<file path="src/rtl/csba_pkg.sv">
`default_nettype none

package csba_pkg;

	localparam int NODES = 4;
	localparam int NODE_W = (NODES > 1) ? $clog2(NODES) : 1;
	localparam int DRAW_NODES = 4;
	localparam int MASK_NODES = (NODES < 4) ? NODES : 4;
	localparam int CFG_REGS = 4;
	localparam int CFG_IDX_W = 2;
	localparam int TT_W = 4;
	localparam int BO_W = 3;
	localparam int CNT_W = 16;
	localparam logic [TT_W-1:0] TT_RESET = TT_W'(1);
	localparam logic [CNT_W-1:0] CNT_MAX = '1;

	typedef enum logic [1:0] {
		OUTCOME_NONE = 2'd0,
		OUTCOME_START = 2'd1,
		OUTCOME_COLLIDE = 2'd2
	} outcome_t;

	typedef struct packed {
		logic [31:0] defer_draws;
		logic [31:0] collision_draws;
	} req_t;

	typedef struct packed {
		logic [1:0] slot_outcome;
		logic channel_busy;
		logic [1:0] owner_node;
		logic [1:0] winner_node;
		logic [3:0] collided_mask;
		logic [3:0] deferred_mask;
		logic [3:0] waiting_mask;
		logic [15:0] total_transmissions;
		logic [15:0] total_collisions;
		logic [63:0] wait_counts;
	} rsp_t;

	typedef struct packed {
		logic ready;
		logic active;
	} lane_stat_t;

	typedef struct packed {
		logic defer;
		logic start;
		logic collide;
	} lane_cmd_t;

	typedef struct packed {
		outcome_t outcome;
		logic busy;
		logic [NODE_W-1:0] owner;
		logic [NODE_W-1:0] winner;
	} slot_sum_t;

	// Remainder by three through a reciprocal multiply, exact for all byte values.
	function automatic logic [1:0] mod3(input logic [7:0] x);
		logic [16:0] p;
		logic [7:0] q;
		logic [7:0] r;
		p = {9'd0, x} * 17'd171;
		q = p[16:9];
		r = x - ((q << 1) + q);
		return r[1:0];
	endfunction

	// Remainder by six through a reciprocal multiply, exact for all byte values.
	function automatic logic [2:0] mod6(input logic [7:0] x);
		logic [16:0] p;
		logic [7:0] q;
		logic [7:0] r;
		p = {9'd0, x} * 17'd171;
		q = {1'b0, p[16:10]};
		r = x - ((q << 2) + (q << 1));
		return r[2:0];
	endfunction

endpackage

`default_nettype wire

</file>
<file path="src/rtl/csba_ifs.sv">
`default_nettype none

interface csba_req_if;
	import csba_pkg::*;
	logic valid;
	logic ready;
	req_t data;
	modport source(output valid, output data, input ready);
	modport sink(input valid, input data, output ready);
endinterface

interface csba_rsp_if;
	import csba_pkg::*;
	logic valid;
	logic ready;
	rsp_t data;
	modport source(output valid, output data, input ready);
	modport sink(input valid, input data, output ready);
endinterface

`default_nettype wire

</file>
<file path="src/rtl/csba_lane.sv">
`default_nettype none

module csba_lane (
	input wire logic clk,
	input wire logic arst_n,
	input wire logic step,
	input wire logic cfg_we,
	input wire logic [csba_pkg::TT_W-1:0] cfg_data,
	input wire logic [7:0] defer_draw,
	input wire logic [7:0] coll_draw,
	input wire csba_pkg::lane_cmd_t cmd,
	output csba_pkg::lane_stat_t stat,
	output logic [csba_pkg::CNT_W-1:0] wait_next
);
	import csba_pkg::*;

	logic [TT_W-1:0] tt_q;
	logic [BO_W-1:0] backoff_q;
	logic [BO_W-1:0] backoff_n;
	logic [TT_W-1:0] remaining_q;
	logic [TT_W-1:0] rem_set;
	logic [TT_W-1:0] remaining_n;
	logic [CNT_W-1:0] wait_q;
	logic bo_zero;

	always_comb begin
		bo_zero = (backoff_q == '0);
		stat.ready = bo_zero;
		stat.active = (remaining_q != '0);

		if (cmd.defer) begin
			backoff_n = BO_W'(mod3(defer_draw));
		end else if (cmd.collide) begin
			backoff_n = mod6(coll_draw);
		end else if (!bo_zero) begin
			backoff_n = backoff_q - BO_W'(1);
		end else begin
			backoff_n = backoff_q;
		end

		if (cmd.start) begin
			rem_set = tt_q;
		end else if (cmd.collide) begin
			rem_set = '0;
		end else begin
			rem_set = remaining_q;
		end
		remaining_n = (rem_set != '0) ? rem_set - TT_W'(1) : rem_set;

		if ((!bo_zero || cmd.collide) && wait_q != CNT_MAX) begin
			wait_next = wait_q + CNT_W'(1);
		end else begin
			wait_next = wait_q;
		end
	end

	always_ff @(posedge clk or negedge arst_n) begin
		if (!arst_n) begin
			tt_q <= TT_RESET;
			backoff_q <= '0;
			remaining_q <= '0;
			wait_q <= '0;
		end else begin
			if (cfg_we) begin
				tt_q <= cfg_data;
			end
			if (step) begin
				backoff_q <= backoff_n;
				remaining_q <= remaining_n;
				wait_q <= wait_next;
			end
		end
	end

endmodule

`default_nettype wire

</file>
<file path="src/rtl/csba_merge.sv">
`default_nettype none

module csba_merge (
	input wire csba_pkg::lane_stat_t stat [csba_pkg::NODES],
	output csba_pkg::lane_cmd_t cmd [csba_pkg::NODES],
	output csba_pkg::slot_sum_t sum
);
	import csba_pkg::*;

	logic [NODES-1:0] active_vec;
	logic [NODES-1:0] ready_vec;
	logic any_ready;
	logic one_ready;

	always_comb begin
		for (int i = 0; i < NODES; i++) begin
			active_vec[i] = stat[i].active;
			ready_vec[i] = stat[i].ready;
		end

		sum.busy = |active_vec;
		sum.owner = '0;
		for (int i = NODES - 1; i >= 0; i--) begin
			if (active_vec[i]) begin
				sum.owner = NODE_W'(i);
			end
		end

		sum.winner = '0;
		for (int i = 0; i < NODES; i++) begin
			if (ready_vec[i]) begin
				sum.winner = NODE_W'(i);
			end
		end

		any_ready = |ready_vec;
		one_ready = any_ready && ((ready_vec & (ready_vec - NODES'(1))) == '0);

		if (sum.busy || !any_ready) begin
			sum.outcome = OUTCOME_NONE;
		end else if (one_ready) begin
			sum.outcome = OUTCOME_START;
		end else begin
			sum.outcome = OUTCOME_COLLIDE;
		end

		for (int i = 0; i < NODES; i++) begin
			cmd[i].defer = sum.busy && ready_vec[i] && (sum.owner != NODE_W'(i));
			cmd[i].start = (sum.outcome == OUTCOME_START) && ready_vec[i];
			cmd[i].collide = (sum.outcome == OUTCOME_COLLIDE) && ready_vec[i];
		end
	end

endmodule

`default_nettype wire

</file>
<file path="src/rtl/csba_rsp_buf.sv">
`default_nettype none

module csba_rsp_buf (
	input wire logic clk,
	input wire logic arst_n,
	input wire logic push,
	input wire csba_pkg::rsp_t push_data,
	output logic can_push,
	csba_rsp_if.source result
);
	import csba_pkg::*;

	logic head_v_q;
	logic skid_v_q;
	rsp_t head_q;
	rsp_t skid_q;
	logic pop;

	assign pop = head_v_q && result.ready;
	assign can_push = !skid_v_q;
	assign result.valid = head_v_q;
	assign result.data = head_q;

	always_ff @(posedge clk or negedge arst_n) begin
		if (!arst_n) begin
			head_v_q <= 1'b0;
			skid_v_q <= 1'b0;
		end else if (!head_v_q || pop) begin
			head_v_q <= skid_v_q || push;
			skid_v_q <= 1'b0;
		end else if (push) begin
			skid_v_q <= 1'b1;
		end
	end

	always_ff @(posedge clk) begin
		if (!head_v_q || pop) begin
			head_q <= skid_v_q ? skid_q : push_data;
		end else if (push) begin
			skid_q <= push_data;
		end
	end

endmodule

`default_nettype wire

</file>
<file path="src/rtl/csma_slot_backoff_arbiter.sv">
// Slotted carrier-sense arbiter with random backoff for four contending nodes.
// Each request on the draws channel runs one time slot and carries two packed
// words of random bytes, byte i belonging to node i: one for deferral on a busy
// channel and one for backoff after a collision. Each slot yields exactly one
// request on the result channel with the slot outcome, busy and winning node,
// the collided, deferred and waiting masks, and the saturating statistics as
// they stand after the slot.
// Transmit times are set through the write port; index i holds node i. The user
// makes writes only while no slot is in flight; the block does not enforce it.
// A request is taken every cycle while draws.ready is high; the node lanes
// update their counters on acceptance and the result goes to the result buffer.
// The result side has a two-entry buffer, so the draws channel keeps accepting
// while one result waits; with two results waiting, draws.ready falls until
// the receiver takes one.
// Reset clears all backoff, remaining and statistics counters, sets every
// transmit time to one and empties the result buffer.
`default_nettype none

module csma_slot_backoff_arbiter (
	input wire logic clk,
	input wire logic arst_n,
	input wire logic cfg_wr_en,
	input wire logic [csba_pkg::CFG_IDX_W-1:0] cfg_index,
	input wire logic [csba_pkg::TT_W-1:0] cfg_data,
	csba_req_if.sink draws,
	csba_rsp_if.source result
);
	import csba_pkg::*;

	lane_stat_t stat [NODES];
	lane_cmd_t cmd [NODES];
	logic [CNT_W-1:0] wait_next [NODES];
	slot_sum_t sum;
	logic step;
	logic can_push;
	logic [CNT_W-1:0] tx_cnt_q;
	logic [CNT_W-1:0] coll_cnt_q;
	logic [CNT_W-1:0] tx_next;
	logic [CNT_W-1:0] coll_next;
	logic [NODES-1:0] start_mask;
	logic [NODES-1:0] collide_mask;
	rsp_t rsp;

	assign draws.ready = can_push;
	assign step = draws.valid && can_push;

	for (genvar i = 0; i < NODES; i++) begin : g_lane
		logic we;
		logic [7:0] d_byte;
		logic [7:0] c_byte;

		if (i < CFG_REGS) begin : g_cfg
			assign we = cfg_wr_en && (cfg_index == CFG_IDX_W'(i));
		end else begin : g_nocfg
			assign we = 1'b0;
		end

		if (i < DRAW_NODES) begin : g_draw
			assign d_byte = draws.data.defer_draws[8*i +: 8];
			assign c_byte = draws.data.collision_draws[8*i +: 8];
		end else begin : g_nodraw
			assign d_byte = 8'd0;
			assign c_byte = 8'd0;
		end

		csba_lane u_lane (
			.clk(clk),
			.arst_n(arst_n),
			.step(step),
			.cfg_we(we),
			.cfg_data(cfg_data),
			.defer_draw(d_byte),
			.coll_draw(c_byte),
			.cmd(cmd[i]),
			.stat(stat[i]),
			.wait_next(wait_next[i])
		);
	end

	csba_merge u_merge (
		.stat(stat),
		.cmd(cmd),
		.sum(sum)
	);

	always_comb begin
		tx_next = tx_cnt_q;
		coll_next = coll_cnt_q;
		if (sum.outcome == OUTCOME_START && tx_cnt_q != CNT_MAX) begin
			tx_next = tx_cnt_q + CNT_W'(1);
		end
		if (sum.outcome == OUTCOME_COLLIDE && coll_cnt_q != CNT_MAX) begin
			coll_next = coll_cnt_q + CNT_W'(1);
		end

		for (int i = 0; i < NODES; i++) begin
			start_mask[i] = cmd[i].start;
			collide_mask[i] = cmd[i].collide;
		end

		rsp = '0;
		rsp.slot_outcome = sum.outcome;
		rsp.channel_busy = sum.busy;
		rsp.owner_node = sum.busy ? 2'(sum.owner) : 2'd0;
		rsp.winner_node = (sum.outcome == OUTCOME_START) ? 2'(sum.winner) : 2'd0;
		for (int i = 0; i < MASK_NODES; i++) begin
			rsp.collided_mask[i] = cmd[i].collide;
			rsp.deferred_mask[i] = cmd[i].defer;
			rsp.waiting_mask[i] = !stat[i].ready;
			rsp.wait_counts[CNT_W*i +: CNT_W] = wait_next[i];
		end
		rsp.total_transmissions = tx_next;
		rsp.total_collisions = coll_next;
	end

	always_ff @(posedge clk or negedge arst_n) begin
		if (!arst_n) begin
			tx_cnt_q <= '0;
			coll_cnt_q <= '0;
		end else if (step) begin
			tx_cnt_q <= tx_next;
			coll_cnt_q <= coll_next;
		end
	end

	csba_rsp_buf u_buf (
		.clk(clk),
		.arst_n(arst_n),
		.push(step),
		.push_data(rsp),
		.can_push(can_push),
		.result(result)
	);

	a_one_start: assert property (@(posedge clk) disable iff (!arst_n)
		$onehot0(start_mask))
		else $error("more than one node started in a slot");

	a_busy_quiet: assert property (@(posedge clk) disable iff (!arst_n)
		sum.busy |-> (start_mask == '0 && collide_mask == '0))
		else $error("start or collision on a busy channel");

	a_collide_two: assert property (@(posedge clk) disable iff (!arst_n)
		(sum.outcome == OUTCOME_COLLIDE) |-> ($countones(collide_mask) >= 2))
		else $error("collision with fewer than two nodes");

	a_coll_count: assert property (@(posedge clk) disable iff (!arst_n)
		(step && sum.outcome == OUTCOME_COLLIDE) |=> (coll_cnt_q != '0))
		else $error("collision count did not advance");

endmodule

`default_nettype wire

</file>
<file path="src/flat_wrapper.sv">
// flat-port wrapper written by rule: the top's interface ports become plain ports
module csma_slot_backoff_arbiter_flat import csba_pkg::*;
  (clk, arst_n, cfg_wr_en, cfg_index, cfg_data, draws_valid, draws_data, draws_ready, result_valid, result_data, result_ready);
  csba_req_if draws_i ();
  csba_rsp_if result_i ();
  input wire logic clk;
  input wire logic arst_n;
  input wire logic cfg_wr_en;
  input wire logic [csba_pkg::CFG_IDX_W-1:0] cfg_index;
  input wire logic [csba_pkg::TT_W-1:0] cfg_data;
  input wire logic [$bits(draws_i.valid)-1:0] draws_valid;
  input wire logic [$bits(draws_i.data)-1:0] draws_data;
  output wire logic [$bits(draws_i.ready)-1:0] draws_ready;
  output wire logic [$bits(result_i.valid)-1:0] result_valid;
  output wire logic [$bits(result_i.data)-1:0] result_data;
  input wire logic [$bits(result_i.ready)-1:0] result_ready;
  assign draws_i.valid = draws_valid;
  assign draws_i.data = draws_data;
  assign draws_ready = draws_i.ready;
  assign result_valid = result_i.valid;
  assign result_data = result_i.data;
  assign result_i.ready = result_ready;
  csma_slot_backoff_arbiter u_core (.clk(clk), .arst_n(arst_n), .cfg_wr_en(cfg_wr_en), .cfg_index(cfg_index), .cfg_data(cfg_data), .draws(draws_i), .result(result_i));
endmodule
</file>
<file path="config.mk">
export PLATFORM = sky130hd
export DESIGN_NAME = csma_slot_backoff_arbiter_flat
export DESIGN_NICKNAME = d
export VERILOG_FILES = /design/src/rtl/csba_pkg.sv /design/src/rtl/csba_ifs.sv /design/src/rtl/csba_lane.sv /design/src/rtl/csba_merge.sv /design/src/rtl/csba_rsp_buf.sv /design/src/rtl/csma_slot_backoff_arbiter.sv /design/src/flat_wrapper.sv
export SDC_FILE = /design/constraint.sdc
export NUM_CORES = 1
export LEC_CHECK = 0
export ABC_CLOCK_PERIOD_IN_PS = 9760
export BUFFER_PORTS_ARGS = -buffer_cell sky130_fd_sc_hd__buf_2
export CAP_MARGIN = 10
export CORE_MARGIN = 10
export CORE_UTILIZATION = 55
export DETAILED_ROUTE_END_ITERATION = 16
export GPL_TIMING_DRIVEN = 0
export HOLD_SLACK_MARGIN = 0.05
export PLACE_DENSITY = 0.77
export RECOVER_POWER = 100
export SLEW_MARGIN = 30
export SYNTH_ARGS = -nofsm -noshare
export SYNTH_HDL_FRONTEND = slang
export SYNTH_HIERARCHICAL = 1
export SYNTH_SLANG_ARGS = --single-unit
</file>
<file path="constraint.sdc">
create_clock -name clk -period 9.76 [get_ports clk]
set_input_delay 1.952 -clock clk [delete_from_list [all_inputs] [get_ports clk]]
set_output_delay 1.952 -clock clk [all_outputs]
set_load 0.05 [all_outputs]
</file>
# == Word-level counts from Yosys, hierarchy flattened ==
# Index checks and enable logic that the tools add are counted.
# Widths: inputs -> output; s select.
# op_classes
n_addsub,31
mul,8
eq_ne,18
muxes,44
n_bitwise,2
reduce_logical,66
# ops
cell,n
$mux 115,1
$add 16x1->16 const B,6
$mux 16,6
$ne 16x16->1 const B,6
$mul 8x8->12 const B,4
$mux 4,12
$mul 8x8->11 const B,4
$mux 3,12
$reduce_bool 4->1,8
$logic_and 1x1->1,29
$mux 2,10
$sub 4x1->4 const B,5
$add 3x3->3,4
$logic_not 3->1,4
$ne 3x3->1 const B,4
$sub 3x1->3 const B,4
$sub 3x3->3,4
$reduce_and 2->1,5
$add 2x2->2,4
$reduce_or 4->1,2
$sub 2x2->2,4
$logic_not 1->1,7
$logic_or 1x1->1,7
$eq 2x2->1 const B,3
other kinds (9),14
# word_totals
regBits,372
input_bits,75
out_inout_bits,117
elab_cells,209

# == Depth between registers and ports, before layout ==
# Gate-level depths: netlist of run 1.
# logic_depth
ltp_word,13
depth_mapped,19
depth_no_buf,19

# == Cells and area by module ==
# Netlist of run 1, hierarchy kept.
# by_module_without_submodules
mod,n_inst,cells_each,area_per_inst_um2,seq_area_each_um2
csba_rsp_buf,1,367,8481.9,6956.7
csba_lane at u_core.g_lane[0].u_lane ...,2,350,3370.7,676.9
csba_lane at u_core.g_lane[1].u_lane,1,356,3298.2,676.9
csba_lane at u_core.g_lane[3].u_lane,1,341,3291.9,676.9
csma_slot_backoff_arbiter,1,249,2317.2,800.8
csba_merge,1,43,281.5,0.0

# == Worst setup path before layout of run 1 ==
# No wires, ideal clock.
# synth_timing
path_type,input -> register
start,in result_ready
end,"reg u_core/u_buf/skid_q[0] (netlist name), enable pin"
setup_time_ps,1130
t_arrival_ps,9714
required_time_ps,8630
setup_slack_ps,-1084
path_stages,2
path_buffers,0
cell_sequence,nand2b_1 -> nor2_1
# synth_between
elab_chain_cells,4
# synth_rtl
element,line_no,source
from (decl),flat_wrapper.sv:16,input wire logic [$bits(result_i.ready)-1:0] result_ready;
$logic_and 1x1->1,csba_rsp_buf.sv:19,assign pop = head_v_q && result.ready;
$logic_or 1x1->1,csba_rsp_buf.sv:37,if (!head_v_q || pop) begin
$not 1->1 (no source line),n/a,
$reduce_and 2->1 (no source line),n/a,
to (signal assigned),csba_rsp_buf.sv:40,skid_q <= push_data;
to (decl),csba_rsp_buf.sv:16,rsp_t skid_q;
# Every way passes these cells.
# A chain may end at the register's enable or synchronous reset.

# == Worst setup path after layout of run 1 ==
# layout_timing
start,in result_ready
end,"reg u_core/u_buf/skid_q[68] (netlist name), enable pin"
# Same word-level chain as after synthesis.

==> qor_table.md, run 1 <==
| Stage | Parameter | Value |
|:---|:---|:---|
| synthesis | Cell types with the largest area share after synthesis | sky130_fd_sc_hd__edfxtp_1 28%, sky130_fd_sc_hd__dfrtp_1 14%, sky130_fd_sc_hd__ha_1 12% |
| floorplanning | Height of the die | 231 microns |
| global route | Maximum number of pins on one net before global-route repair | 81 |
| flow run | Max-capacitance violation count | 4 |
| timing | Unrepaired setup endpoints after global routing | false |
| floorplanning | Die width | 231 microns |
| drt | Antenna-violating nets left | 0 |
| placed design | Dpl hpwl | 38,900 microns |
| timing | Transition at the pin with the smallest max-transition slack | 3.56 ns |
| global route | GRT Resource Usage Total | 18.6% |
| global route | Number of global-route vias before repair | 16.7k |
| cts | Reg clk slew, reported paths | 0.06 ns |
| finish | Post-Layout Inst Area | 0.0269 sq mm |
| timing | Final Hold Fails | 0 |
| placed design | Worst slack at placement | 2.61 ns |
| timing | Final setup violating endpoints | 0 |
| drt | First-pass iteration count of the detailed router | 5 |
| finish | Filler instances | 3,588 |
| timing | Ratio of final minimum period to clock period | 70.8% |
| cts | Buffer levels on the longest clock path | 3 |
| placed design | Routability cong. | 0.887 |
| finish | Area delta synth->final | 10.2% |
| cts | Total of cells resized after clock tree synthesis | 0 |
| pwr | Power density normalized to cell area | 222 mW/mm^2 |
| worst setup path | Most repeated library cell on the critical path | sky130_fd_sc_hd__clkbuf_1 |
| pwr | Maximum VDD drop | 0.194 mV |
| drt | Post-DR wirelength/cell | 17.2 microns |
| timing | Minimum period implied by the final worst setup slack | 6.91 ns |
| drt | Total vias in the final route | 15.7k |
| outcome | Violated checks | max-capacitance violations, max-slew violations |
| timing | Final Skew | 0.0256 ns |
| timing | Worst Slack Setup Final | 2.85 ns |
| global route | Wire length of the first global-routing pass | 82,800 microns |
| cts | Clock buffer count from CTS | 36 |
| cts | Buffer cell driving the clock tree root | sky130_fd_sc_hd__clkbuf_16 |
| worst hold path | Worst min path class | register to register |
| drt | Via-to-Cell Ratio | 5.39 |
| synthesis | Synthesized area per cell | 11.9 sq um |
| timing | Fmax | 0.145 GHz |
| floorplanning | # IOs | 192 |
| worst setup path | Largest incremental delay on the critical path | 1.84 ns |
| global route | Antenna violations before repair | 7 |
| synthesis | Share of the synthesized area in the top cell type | 28.3% |
| worst setup path | Critical Path Fanout Max | 43 |
| worst setup path | CP arrival | 6.98 ns |
| synthesis | Ys Warns | 6 |
| worst setup path | Total buffers and inverters traversed by the critical path | 4 |
| global route | Congestion Overflow GR | 0 |
| cts | Count of buffers added by post-CTS timing repair for setup | 0 |
| timing | Pins over their slew limit | 165 |
| finish | Flip-flop and latch area | 0.0105 sq mm |
| drt | Initial DRC Count | 817 |
| outcome | Status | finished with violations |
| cts | CTS tree | done |
| floorplanning | Die outline area | 0.0532 sq mm |
| finish | Proportion of layout cells with a drive suffix above 1 | 13.8% |
| floorplanning | Core footprint | 0.0440 sq mm |
| worst setup path | Cell-by-cell listing of the critical path | buf_2 -> nand2b_1 -> clkbuf_1 -> nor2_1 -> clkbuf_1 -> clkbuf_1 |
| synthesis | Proportion of register bits with asynchronous set or reset after synthesis | 38.2% |
| synthesis | Area leader, netlist | sky130_fd_sc_hd__edfxtp_1 |
| drt | Drc violations | 0 |
| worst setup path | Critical Path RT | 9.83 ns |
| synthesis | Main synth FF type | sky130_fd_sc_hd__edfxtp_1 |
| finish | Leading cell types in the layout, fill and taps excluded | 244 x sky130_fd_sc_hd__inv_1, 230 x sky130_fd_sc_hd__edfxtp_1, 226 x sky130_fd_sc_hd__ha_1, 168 x sky130_fd_sc_hd__xnor2_1, 167 x sky130_fd_sc_hd__clkbuf_1 |
| floorplanning | Std cell rows | 77 |
| drt | Sum of routed wire length over all layers | 50,300 microns |
| finish | Multi-input combinational cell area | 0.0123 sq mm |
| synthesis | Count of flip-flops with a built-in enable after synthesis | 230 |
| synthesis | Synth Register Bits | 372 |
| timing | Worst rel slew slack | -137% |
| finish | Most common library cell in the layout ignoring fill and taps | sky130_fd_sc_hd__inv_1 |
| worst setup path | Kind of capture point of the worst setup path | register |
| synthesis | Number of distinct library cells after synthesis | 92 |
| pwr | Total power after layout | 5980 uW |
| cts | Clock network latency to the later pin of the worst-skew pair | 0.54 ns |
| cts | Number of hold-repair buffers added at the cts stage | 0 |
| pwr | Leak | 0.0119 uW |
| worst setup path | Start-to-end type of the worst setup path | input pin to register |
| cts | Sinks on the clock net | 372 |
| finish | Number of nets in the final layout | 2,679 |
| synthesis | Cell area after synthesis | 0.0244 sq mm |
| synthesis | Portion of the post-synthesis area used by sequential elements | 42.9% |
| placed design | Number of buffer cells added on primary ports | 191 |
| worst setup path | Kind of start point of the critical path | input pin |
| floorplanning | Starting Density | 55.4% |
| worst setup path | Cell with the biggest individual delay on the critical path | sky130_fd_sc_hd__clkbuf_1 |
| synthesis | Gate count after technology mapping | 2,056 |
| synthesis | Syn nets | 2,441 |
| cts | Number of H-tree levels | 2 |
| placed design | Post-place instance area | 0.0264 sq mm |
| worst setup path | Family with the most delay on the worst path | buffers and inverters |
synth_stat cells (48+ instances only):
cell / instances
sky130_fd_sc_hd__a21oi_1: 48
sky130_fd_sc_hd__dfrtp_1: 138
sky130_fd_sc_hd__edfxtp_1: 230
sky130_fd_sc_hd__fa_1: 84
sky130_fd_sc_hd__ha_1: 226
sky130_fd_sc_hd__inv_1: 244
sky130_fd_sc_hd__mux2_2: 113
sky130_fd_sc_hd__nand2_1: 102
sky130_fd_sc_hd__nand3_1: 68
sky130_fd_sc_hd__nor2_1: 73
sky130_fd_sc_hd__xnor2_1: 167
sky130_fd_sc_hd__xor2_1: 86
registers in the layout, summed over array words and instances, names as in the netlist:
| name | flops |
|---|---|
| u_core/coll_cnt_q | 16 |
| u_core/u_buf/result.data | 115 |
| u_core/g_lane.u_lane/backoff_q | 12 |
| u_core/g_lane.u_lane/remaining_q | 16 |
| u_core/tx_cnt_q | 16 |
| u_core/u_buf/result.valid | 1 |
| u_core/g_lane.u_lane/tt_q | 16 |
| u_core/u_buf/skid_q | 115 |
| u_core/g_lane.u_lane/wait_q | 64 |
| u_core/u_buf/skid_v_q | 1 |
routing by layer:
| layer | vias to the layer above | GRT usage, % | part of all wire (%) |
|---|---|---|---|
| met1 | 7688 | 23.8 | 43 |
| met5 | - | 0 | 0.054 |
| met2 | 349 | 32.1 | 49 |
| met4 | 4 | 4.87 | 1.9 |
| li1 | 7620 | - | - |
| met3 | 71 | 3.34 | 5.5 |
cell type report:
| type | count | share of cell area, % |
|---|---|---|
| diodes | 5 | 0.0465 |
| plain buffers | 68 | 1.46 |
| clock buffers | 50 | 3.92 |
| clock inverters | 16 | 0.721 |
| inverters | 245 | 3.42 |
| multi-input cells | 1371 | 45.5 |
| flip-flops and latches | 372 | 38.9 |
| well taps | 592 | 2.75 |
| repair buffers | 200 | 3.26 |
cell families (layout without fill, tap and decap cells):
kind of cell | after synthesis | after routing | share of synthesized area (%)
mux | 153 | 153 | 7.50
simple gates | 496 | 496 | 11.9
flops | 372 | 372 | 42.9
compound gates | 154 | 154 | 4.39
fa+ha+maj | 311 | 311 | 18.5
buf+inv | 313 | 579 | 5.47
other cells | 0 | 5 | 0
xor+xnor | 257 | 257 | 9.34
through the flow:
step	cells	setup TNS (ns)	util, %	hold slack (ns)
2_1_floorplan	2056	0	-	0.470
3_3_place_gp	2839	-258.22	59.3	0.490
3_5_place_dp	2848	0	59.9	0.494
4_1_cts	2914	0	62.7	0.512
5_1_grt	2916	0	61.1	0.535
6_report	2919	0	61.1	0.511
power by group:
group / total, uW / switching [uW] / internal [uW]
combinational: 2370 / 1470 / 897
sequential: 2160 / 152 / 2010
clock: 1450 / 583 / 866
path summary, 6_finish.rpt:
path | from | end | slack (ns) | cells past startpoint
max | result_ready | u_core/u_buf/skid_q[68] | 2.85 | 6
min | u_core/g_lane[3].u_lane/wait_q[7] | u_core/g_lane[3].u_lane/wait_q[7] | 0.51 | 1
max reg2reg | u_core/g_lane[1].u_lane/remaining_q[1] | u_core/u_buf/result.data[94] | 4.00 | 9
min reg2reg | u_core/g_lane[3].u_lane/wait_q[7] | u_core/g_lane[3].u_lane/wait_q[7] | 0.51 | 1
max in group asynchronous | arst_n | u_core/g_lane[2].u_lane/tt_q[2] | 5.10 | 1
min in group asynchronous | arst_n | u_core/g_lane[0].u_lane/wait_q[5] | 2.62 | 1
worst reg2reg max path, stage by stage, from the launching register on:
cell and delay, ns:
sky130_fd_sc_hd__dfrtp_1 0.40, sky130_fd_sc_hd__or4_1 0.65, sky130_fd_sc_hd__nor4_1 0.99, sky130_fd_sc_hd__clkinv_1 0.48, sky130_fd_sc_hd__a221oi_1 1.20, sky130_fd_sc_hd__nand4b_1 0.37, sky130_fd_sc_hd__nor4_1 0.73, sky130_fd_sc_hd__nand2_1 0.16
sky130_fd_sc_hd__xnor2_1 0.20, sky130_fd_sc_hd__mux2_1 0.31
Note: power is estimated with default switching activity, not from simulation.
==> inputs of run 2 (changes only) <==
--- a/config.mk
+++ b/config.mk
@@ -5,7 +5,8 @@
 export SDC_FILE = /design/constraint.sdc
 export NUM_CORES = 1
 export LEC_CHECK = 0
-export ABC_CLOCK_PERIOD_IN_PS = 9760
+export ABC_AREA = 1
+export ABC_CLOCK_PERIOD_IN_PS = 5850
 export BUFFER_PORTS_ARGS = -buffer_cell sky130_fd_sc_hd__buf_2
 export CAP_MARGIN = 10
 export CORE_MARGIN = 10
==> constraint.sdc (replaced) <==
create_clock -name clk -period 5.85 [get_ports clk]
set_input_delay 1.17 -clock clk [delete_from_list [all_inputs] [get_ports clk]]
set_output_delay 1.17 -clock clk [all_outputs]
set_load 0.05 [all_outputs]
==> qor_table.md, run 2 <==
| Stage | Parameter | Value | Change |
|:---|:---|:---|:---|
| drt | Initial DRC Count | 1,138 | was 817 |
| synthesis | Cell types with the largest area share after synthesis | sky130_fd_sc_hd__edfxtp_1 27%, sky130_fd_sc_hd__nand2_1 15%, sky130_fd_sc_hd__dfrtp_1 13% | was sky130_fd_sc_hd__edfxtp_1 28%, sky130_fd_sc_hd__dfrtp_1 14%, sky130_fd_sc_hd__ha_1 12% |
| finish | Leading cell types in the layout, fill and taps excluded | 1,006 x sky130_fd_sc_hd__nand2_1, 512 x sky130_fd_sc_hd__inv_1, 230 x sky130_fd_sc_hd__edfxtp_1, 226 x sky130_fd_sc_hd__ha_1, 158 x sky130_fd_sc_hd__nand3_1 | was 244 x sky130_fd_sc_hd__inv_1, 230 x sky130_fd_sc_hd__edfxtp_1, 226 x sky130_fd_sc_hd__ha_1, 168 x sky130_fd_sc_hd__xnor2_1, 167 x sky130_fd_sc_hd__clkbuf_1 |
| timing | Final setup violating endpoints | 0 | unchanged |
| synthesis | Synth cell count leaders | 997 x sky130_fd_sc_hd__nand2_1, 506 x sky130_fd_sc_hd__inv_1, 230 x sky130_fd_sc_hd__edfxtp_1 | was 244 x sky130_fd_sc_hd__inv_1, 230 x sky130_fd_sc_hd__edfxtp_1, 226 x sky130_fd_sc_hd__ha_1 |
| worst setup path | Critical Path RT | 6.01 ns | was 9.83 ns |
| synthesis | Synth Register Bits | 372 | unchanged |
| synthesis | Share of the synthesized area in the top cell type | 26.9% | was 28.3% |
| worst setup path | Number of cells on the worst reg-to-reg path | 5 | was 9 |
| floorplanning | Height of the die | 236 microns | was 231 microns |
| worst setup path | Critical Path Fanout Max | 66 | was 43 |
| timing | Unrepaired setup endpoints after global routing | false | unchanged |
| outcome | Status | finished with violations | unchanged |
| pwr | Combinational share of power | 43.0% | was 39.6% |
| finish | Post-Layout Inst Area | 0.0285 sq mm | was 0.0269 sq mm |
| drt | Via-to-Cell Ratio | 5.03 | was 5.39 |
| synthesis | Count of flip-flops with a built-in enable after synthesis | 230 | unchanged |
| pwr | Reported net switching power | 4610 uW | was 2210 uW |
| synthesis | Gate count after technology mapping | 3,040 | was 2,056 |
| worst hold path | Worst min path class | register to register | unchanged |
| synthesis | Number of distinct library cells after synthesis | 48 | was 92 |
| floorplanning | Core footprint | 0.0464 sq mm | was 0.0440 sq mm |
| pwr | Fraction of power spent switching nets | 41.6% | was 36.9% |
| cts | Buffer cell driving the clock tree root | sky130_fd_sc_hd__clkbuf_16 | unchanged |
| finish | Proportion of layout cells with a drive suffix above 1 | 6.50% | was 13.8% |
| cts | Count of buffers added by post-CTS timing repair for setup | 0 | unchanged |
| pwr | Total power after layout | 11,100 uW | was 5980 uW |
| global route | Number of global-route vias before repair | 19.7k | was 16.7k |
| worst setup path | Source of the worst register-to-register timing path | u_core/u_buf/result.valid | was u_core/g_lane[1].u_lane/remaining_q[1] |
| timing | Pins over their slew limit | 117 | was 165 |
| drt | Antenna-violating nets left | 0 | unchanged |
| floorplanning | Die outline area | 0.0558 sq mm | was 0.0532 sq mm |
| placed design | Number of buffer cells added on primary ports | 191 | unchanged |
| drt | First-pass iteration count of the detailed router | 5 | unchanged |
| worst setup path | CP arrival | 5.04 ns | was 6.98 ns |
| pwr | Power density normalized to cell area | 389 mW/mm^2 | was 222 mW/mm^2 |
| synthesis | Portion of the post-synthesis area used by sequential elements | 40.7% | was 42.9% |
| pwr | Leak | 0.0139 uW | was 0.0119 uW |
| timing | Worst Slack Setup Final | 0.969 ns | was 2.85 ns |
| synthesis | Cell area after synthesis | 0.0257 sq mm | was 0.0244 sq mm |
| worst setup path | Worst reg2reg setup slack | 1.39 ns | was 4.00 ns |
| placed design | Dpl hpwl | 44,000 microns | was 38,900 microns |
| timing | Minimum period implied by the final worst setup slack | 4.88 ns |  |
| timing | Worst hold slack across all endpoints | 0.507 ns | was 0.511 ns |
| flow run | Max-capacitance violation count | 2 | was 4 |
| global route | Antenna violations before repair | 9 | was 7 |
| drt | Total vias in the final route | 19.7k | was 15.7k |
| outcome | Violated checks | max-capacitance violations, max-slew violations | unchanged |
| floorplanning | # IOs | 192 | unchanged |
| cts | Number of H-tree levels | 2 | unchanged |
| drt | Drc violations | 0 | unchanged |
| timing | Transition at the pin with the smallest max-transition slack | 3.91 ns | was 3.56 ns |
| worst setup path | Start-to-end type of the worst setup path | input pin to register | unchanged |
| synthesis | Ys Warns | 6 | unchanged |
| cts | Clock network latency to the later pin of the worst-skew pair | 0.53 ns | was 0.54 ns |
| timing | Total Negative Setup Slacks | 0 ns | unchanged |
| timing | Ratio of final minimum period to clock period | 83.4% |  |
| global route | Wire length of the first global-routing pass | 95,400 microns | was 82,800 microns |
| synthesis | Dominant cell by count in the synthesized netlist | sky130_fd_sc_hd__nand2_1 | was sky130_fd_sc_hd__inv_1 |
| synthesis | Proportion of register bits with asynchronous set or reset after synthesis | 38.2% | unchanged |
| pwr | Sequential Power Share | 34.8% | was 36.2% |
| timing | Fmax | 0.205 GHz |  |
| floorplanning | Die width | 236 microns | was 231 microns |
| synthesis | Area leader, netlist | sky130_fd_sc_hd__edfxtp_1 | unchanged |
| placed design | Worst slack at placement | 0.641 ns | was 2.61 ns |
| synthesis | Main synth FF type | sky130_fd_sc_hd__edfxtp_1 | unchanged |
| cts | CTS tree | done | unchanged |
| drt | Sum of routed wire length over all layers | 56,600 microns | was 50,300 microns |
| finish | Most common library cell in the layout ignoring fill and taps | sky130_fd_sc_hd__nand2_1 | was sky130_fd_sc_hd__inv_1 |
| timing | Final Hold Fails | 0 | unchanged |
| worst setup path | Critical path destination | u_core/u_buf/skid_q[28] | was u_core/u_buf/skid_q[68] |
| worst setup path | Capture point of the worst reg-to-reg path | u_core/u_buf/skid_q[28] | was u_core/u_buf/result.data[94] |
| worst setup path | Kind of capture point of the worst setup path | register | unchanged |
| placed design | Post-place instance area | 0.0277 sq mm | was 0.0264 sq mm |
| cts | Clock buffer count from CTS | 38 | was 36 |
| worst setup path | Kind of start point of the critical path | input pin | unchanged |
| timing | Worst rel slew slack | -161% | was -137% |
| synthesis | Synthesized area per cell | 8.45 sq um | was 11.9 sq um |
| drt | Post-DR wirelength/cell | 14.4 microns | was 17.2 microns |
| floorplanning | Std cell rows | 79 | was 77 |
| finish | Area delta synth->final | 10.8% | was 10.2% |
| cts | Number of hold-repair buffers added at the cts stage | 0 | unchanged |
| cts | Total of cells resized after clock tree synthesis | 0 | unchanged |
| cts | Reg clk slew, reported paths | 0.06 ns | about the same |
| timing | Final Skew | 0.0185 ns | was 0.0256 ns |
| placed design | Routability cong. | 0.926 | was 0.887 |
| cts | Sinks on the clock net | 372 | unchanged |
| pwr | Clock group share of total power | 22.2% | was 24.2% |
| finish | Number of nets in the final layout | 3,664 | was 2,679 |
| cts | Buffer levels on the longest clock path | 3 | unchanged |
| pwr | Maximum VDD drop | 0.338 mV | was 0.194 mV |
| worst setup path | Origin of the worst setup path | result_ready | unchanged |
| floorplanning | Starting Density | 55.4% | about the same |
| pwr | P_int | 6470 uW | was 3770 uW |
| synthesis | Syn nets | 3,425 | was 2,441 |
| global route | Maximum number of pins on one net before global-route repair | 80 | was 81 |
| global route | Congestion Overflow GR | 0 | unchanged |
| global route | GRT Resource Usage Total | 20.3% | was 18.6% |
run 2: cell count changes after synthesis, sizes merged, moves of 17 or more:
| cell | before | now |
|---|---|---|
| and3 | 33 | 0 |
| inv | 245 | 522 |
| mux2 | 147 | 0 |
| nand2 | 104 | 1014 |
| nand2b | 17 | 0 |
| nand3 | 75 | 165 |
| nand4 | 45 | 19 |
| nor2 | 77 | 156 |
| o21ai | 28 | 139 |
| xnor2 | 169 | 30 |
run 2: worst min path at each step:
stage	startpoint	depth (start not counted)	slack [ns]	end
3_5_place_dp	u_core/g_lane[2].u_lane/tt_q[0]	2	0.50	u_core/g_lane[2].u_lane/tt_q[0]
6_report	u_core/g_lane[1].u_lane/tt_q[0]	2	0.51	u_core/g_lane[1].u_lane/tt_q[0]
3_3_place_gp	u_core/g_lane[3].u_lane/tt_q[0]	2	0.48	u_core/g_lane[3].u_lane/tt_q[0]
2_1_floorplan	u_core/g_lane[0].u_lane/tt_q[0]	2	0.46	u_core/g_lane[0].u_lane/tt_q[0]
5_1_grt	u_core/u_buf/skid_q[109]	2	0.53	u_core/u_buf/result.data[109]
4_1_cts	u_core/g_lane[3].u_lane/tt_q[0]	2	0.51	u_core/g_lane[3].u_lane/tt_q[0]
run 2: cell families after synthesis:
group / share of synthesized area [%]
fa+ha+maj: 17.6
simple gates: 23.3
xor+xnor: 3.70
buf+inv: 9.10
compound gates: 5.58
flops: 40.7
run 2: stage by stage:
step | utilization, % | std cells
floorplan | - | 3040
global placement | 59.1 | 3838
detailed placement | 59.7 | 3846
CTS | 62.4 | 3914
global route | 61.4 | 3917
finish | 61.4 | 3918
run 2: power groups by stage:
stage,clock network [uW],registers (uW),logic [uW]
after CTS,2520,3840,5060
after global routing,2630,3920,5470
after floorplan,0,4590,3100
final,2460,3850,4770
after global placement,0,3880,4870
after detailed placement,0,3880,5020
run 2: area by class of cell:
type | count | area, sq um
repair buffers | 199 | 982
flip-flops and latches | 372 | 10500
plain buffers | 58 | 314
well taps | 607 | 759
inverters | 523 | 1970
clock inverters | 15 | 181
multi-input cells | 2087 | 12700
diodes | 4 | 10.0
clock buffers | 53 | 1090
fillers | 4055 | 17900
run 2: worst max-delay path: stages:
cell                       delay, ns
sky130_fd_sc_hd__buf_2          0.09
sky130_fd_sc_hd__inv_1          0.04
sky130_fd_sc_hd__nand2_1        1.24
sky130_fd_sc_hd__buf_16         0.72
sky130_fd_sc_hd__nor2_1         0.93
sky130_fd_sc_hd__buf_8          0.25
sky130_fd_sc_hd__clkbuf_2       0.51
run 2: per-layer routing:
metal,GRT usage [%],routed length (microns),up-vias
li1,-,-,10097
met1,25.5,24700,9133
met2,35.2,27400,393
met3,4.02,3320,88
met4,5.10,1140,10
met5,0,66,-
==> inputs of run 3 (changes only) <==
--- a/config.mk
+++ b/config.mk
@@ -6,7 +6,7 @@
 export NUM_CORES = 1
 export LEC_CHECK = 0
 export ABC_AREA = 1
-export ABC_CLOCK_PERIOD_IN_PS = 5850
+export ABC_CLOCK_PERIOD_IN_PS = 4000
 export BUFFER_PORTS_ARGS = -buffer_cell sky130_fd_sc_hd__buf_2
 export CAP_MARGIN = 10
 export CORE_MARGIN = 10
==> constraint.sdc (replaced) <==
create_clock -name clk -period 4 [get_ports clk]
set_input_delay 0.8 -clock clk [delete_from_list [all_inputs] [get_ports clk]]
set_output_delay 0.8 -clock clk [all_outputs]
set_load 0.05 [all_outputs]
==> qor_table.md, run 3 (same netlist as run 2, synthesis figures left out) <==
| Stage | Parameter | Value | Change |
|:---|:---|:---|:---|
| worst setup path | Critical Path RT | 4.44 ns | was 6.01 ns |
| timing | Final Skew | 0.0280 ns | was 0.0185 ns |
| timing | Fmax | 0.252 GHz |  |
| cts | Number of hold-repair buffers added at the cts stage | 0 | unchanged |
| finish | Post-Layout Inst Area | 0.0295 sq mm | was 0.0285 sq mm |
| worst setup path | Kind of start point of the critical path | input pin | unchanged |
| timing | Worst Slack Setup Final | 0.0311 ns | was 0.969 ns |
| finish | Flip-flop and latch area | 0.0105 sq mm | unchanged |
| global route | GRT Resource Usage Total | 21.1% | was 20.3% |
| placed design | Post-place instance area | 0.0278 sq mm | was 0.0277 sq mm |
| timing | Worst rel slew slack | -118% | was -161% |
| cts | Reg clk slew, reported paths | 0.06 ns | about the same |
| worst hold path | Startpoint of the tightest hold check path | cfg_data[0] | was u_core/g_lane[1].u_lane/tt_q[0] |
| timing | Transition at the pin with the smallest max-transition slack | 3.27 ns | was 3.91 ns |
| drt | First-pass iteration count of the detailed router | 8 | was 5 |
| placed design | Placed Instances | 3,845 | was 3,846 |
| worst setup path | Worst reg2reg setup slack | 0.14 ns | was 1.39 ns |
| timing | Ratio of final minimum period to clock period | 99.2% |  |
| timing | Pins over their slew limit | 124 | was 117 |
| finish | Leading cell types in the layout, fill and taps excluded | 975 x sky130_fd_sc_hd__nand2_1, 496 x sky130_fd_sc_hd__inv_1, 230 x sky130_fd_sc_hd__edfxtp_1, 188 x sky130_fd_sc_hd__ha_1, 145 x sky130_fd_sc_hd__nand3_1 | was 1,006 x sky130_fd_sc_hd__nand2_1, 512 x sky130_fd_sc_hd__inv_1, 230 x sky130_fd_sc_hd__edfxtp_1, 226 x sky130_fd_sc_hd__ha_1, 158 x sky130_fd_sc_hd__nand3_1 |
| placed design | Worst slack at placement | -0.749 ns | was 0.641 ns |
| outcome | Violated checks | max-capacitance violations, max-slew violations | unchanged |
| cts | Clock buffer count from CTS | 39 | was 38 |
| floorplanning | Core footprint | 0.0464 sq mm | unchanged |
| pwr | Leak | 0.0142 uW | was 0.0139 uW |
| global route | Maximum number of pins on one net before global-route repair | 81 | was 80 |
| pwr | Power density normalized to cell area | 594 mW/mm^2 | was 389 mW/mm^2 |
| worst setup path | Number of cells on the worst reg-to-reg path | 11 | was 5 |
| timing | Minimum period implied by the final worst setup slack | 3.97 ns |  |
| worst hold path | Hold Path Depth | 3 | was 2 |
| outcome | Status | finished with violations | unchanged |
| finish | Cell Count, Final, Fillers Out | 3,933 | was 3,918 |
| worst hold path | Destination of the worst hold path | u_core/g_lane[0].u_lane/tt_q[0] | was u_core/g_lane[1].u_lane/tt_q[0] |
| worst setup path | Start-to-end type of the worst setup path | input pin to register | unchanged |
| finish | Filler instances | 3,843 | was 4,055 |
| cts | Buffer levels on the longest clock path | 3 | unchanged |
| floorplanning | Die outline area | 0.0558 sq mm | unchanged |
| drt | Antenna-violating nets left | 0 | unchanged |
| finish | Most common library cell in the layout ignoring fill and taps | sky130_fd_sc_hd__nand2_1 | unchanged |
| timing | Unrepaired setup endpoints after global routing | true | was false |
| finish | Multi-input combinational cell area | 0.0135 sq mm | was 0.0127 sq mm |
| drt | Drc violations | 0 | unchanged |
| cts | Sinks on the clock net | 372 | unchanged |
| timing | Worst hold slack across all endpoints | 0.493 ns | was 0.507 ns |
| worst setup path | Capture point of the worst reg-to-reg path | u_core/u_buf/skid_q[56] | was u_core/u_buf/skid_q[28] |
| drt | Total vias in the final route | 20.5k | was 19.7k |
| timing | Final setup violating endpoints | 0 | unchanged |
| timing | Total Negative Setup Slacks | 0 ns | unchanged |
| drt | Post-DR wirelength/cell | 15.5 microns | was 14.4 microns |
| drt | Via-to-Cell Ratio | 5.22 | was 5.03 |
| worst setup path | Critical Path Fanout Max | 3 | was 66 |
| finish | Area delta synth->final | 14.8% | was 10.8% |
| finish | Number of nets in the final layout | 3,677 | was 3,664 |
| floorplanning | Height of the die | 236 microns | unchanged |
| finish | Proportion of layout cells with a drive suffix above 1 | 11.1% | was 6.50% |
| floorplanning | Std cell rows | 79 | unchanged |
| worst hold path | Worst min path class | input pin to register | was register to register |
| worst setup path | CP arrival | 4.41 ns | was 5.04 ns |
| cts | CTS tree | done | unchanged |
| global route | Congestion Overflow GR | 0 | unchanged |
| pwr | Maximum VDD drop | 0.431 mV | was 0.338 mV |
| global route | Wire length of the first global-routing pass | 98,900 microns | was 95,400 microns |
| drt | Initial DRC Count | 1,328 | was 1,138 |
| flow run | Max-capacitance violation count | 2 | unchanged |
| cts | Number of H-tree levels | 2 | unchanged |
| floorplanning | Die width | 236 microns | unchanged |
| drt | Sum of routed wire length over all layers | 60,900 microns | was 56,600 microns |
| floorplanning | # IOs | 192 | unchanged |
| placed design | Dpl hpwl | 46,000 microns | was 44,000 microns |
| placed design | Number of buffer cells added on primary ports | 191 | unchanged |
| global route | Antenna violations before repair | 8 | was 9 |
| timing | Final Hold Fails | 0 | unchanged |
| worst setup path | Source of the worst register-to-register timing path | u_core/u_buf/skid_v_q | was u_core/u_buf/result.valid |
| worst setup path | Kind of capture point of the worst setup path | register | unchanged |
| cts | Buffer cell driving the clock tree root | sky130_fd_sc_hd__clkbuf_16 | unchanged |
| global route | Number of global-route vias before repair | 20.7k | was 19.7k |
| cts | Clock network latency to the later pin of the worst-skew pair | 0.57 ns | was 0.53 ns |
| floorplanning | Starting Density | 55.4% | unchanged |
| placed design | Routability cong. | 0.922 | was 0.926 |
[run 3: repair_timing]
action | 4_1_cts | 5_1_grt
buffers inserted | 0 | 13
endpoints found under the setup margin | 5 | 8
resized for setup | 11 | 138
pin swaps | 14 | 87
[run 3: layout make-up]
type                    instances  area share [%]
multi-input cells            2087            45.7
flip-flops and latches        372            35.5
inverters                     523            6.68
repair buffers                211            3.76
clock buffers                  46            3.47
well taps                     607            2.57
clock inverters                26            1.28
plain buffers                  58            1.09
diodes                          3          0.0254
[run 3: worst max path at each step]
stage              startpoint                                   end  slack, ns  depth (start not counted)
2_1_floorplan  draws_data[17]  u_core/g_lane[2].u_lane/backoff_q[2]      -0.19                         22
3_3_place_gp     result_ready               u_core/u_buf/skid_q[33]      -1.26                          4
3_5_place_dp    draws_data[1]  u_core/g_lane[0].u_lane/backoff_q[2]      -0.75                         23
4_1_cts        draws_data[10]  u_core/g_lane[1].u_lane/backoff_q[2]      0.004                         22
5_1_grt         draws_data[3]  u_core/g_lane[0].u_lane/backoff_q[2]      -0.21                         23
6_report        draws_data[3]  u_core/g_lane[0].u_lane/backoff_q[2]       0.03                         23
[run 3: report_power, final]
| group | leakage (uW) | switching (uW) | internal (uW) |
|---|---|---|---|
| clock | 0.000689 | 1550 | 2370 |
| sequential | 0.00414 | 483 | 5160 |
| combinational | 0.00934 | 5360 | 2580 |
[run 3: per-layer routing]
metal	vias to the layer above	global-route usage [%]	share of wire, %
met1	9755	25.2	42
li1	10150	-	-
met3	127	3.56	5.1
met5	-	0	0.11
met2	484	37.5	50
met4	10	7.51	3.0
[run 3: per-stage QoR]
step                util, %  power, uW
floorplan                 -      11300
global placement       59.6      12800
detailed placement     60.1      13200
CTS                    63.2      17200
global route           63.6      18800
finish                 63.6      17500
[run 3: critical path, cell delays in order]
cell and delay, ns:
sky130_fd_sc_hd__buf_8 0.10, sky130_fd_sc_hd__ha_4 0.24, sky130_fd_sc_hd__fa_1 0.51, sky130_fd_sc_hd__fa_1 0.55, sky130_fd_sc_hd__inv_1 0.06, sky130_fd_sc_hd__fa_1 0.52, sky130_fd_sc_hd__inv_2 0.05, sky130_fd_sc_hd__ha_4 0.24
sky130_fd_sc_hd__nand2_4 0.06, sky130_fd_sc_hd__a21oi_2 0.04, sky130_fd_sc_hd__nor2_2 0.15, sky130_fd_sc_hd__nand2_1 0.11, sky130_fd_sc_hd__nand2_2 0.11, sky130_fd_sc_hd__nand2_4 0.07, sky130_fd_sc_hd__ha_4 0.17, sky130_fd_sc_hd__xnor2_4 0.19
sky130_fd_sc_hd__inv_2 0.07, sky130_fd_sc_hd__nand3_2 0.07, sky130_fd_sc_hd__nand2_2 0.05, sky130_fd_sc_hd__nand2_2 0.06, sky130_fd_sc_hd__nand3_2 0.07, sky130_fd_sc_hd__nand2_1 0.07, sky130_fd_sc_hd__nand2_1 0.05
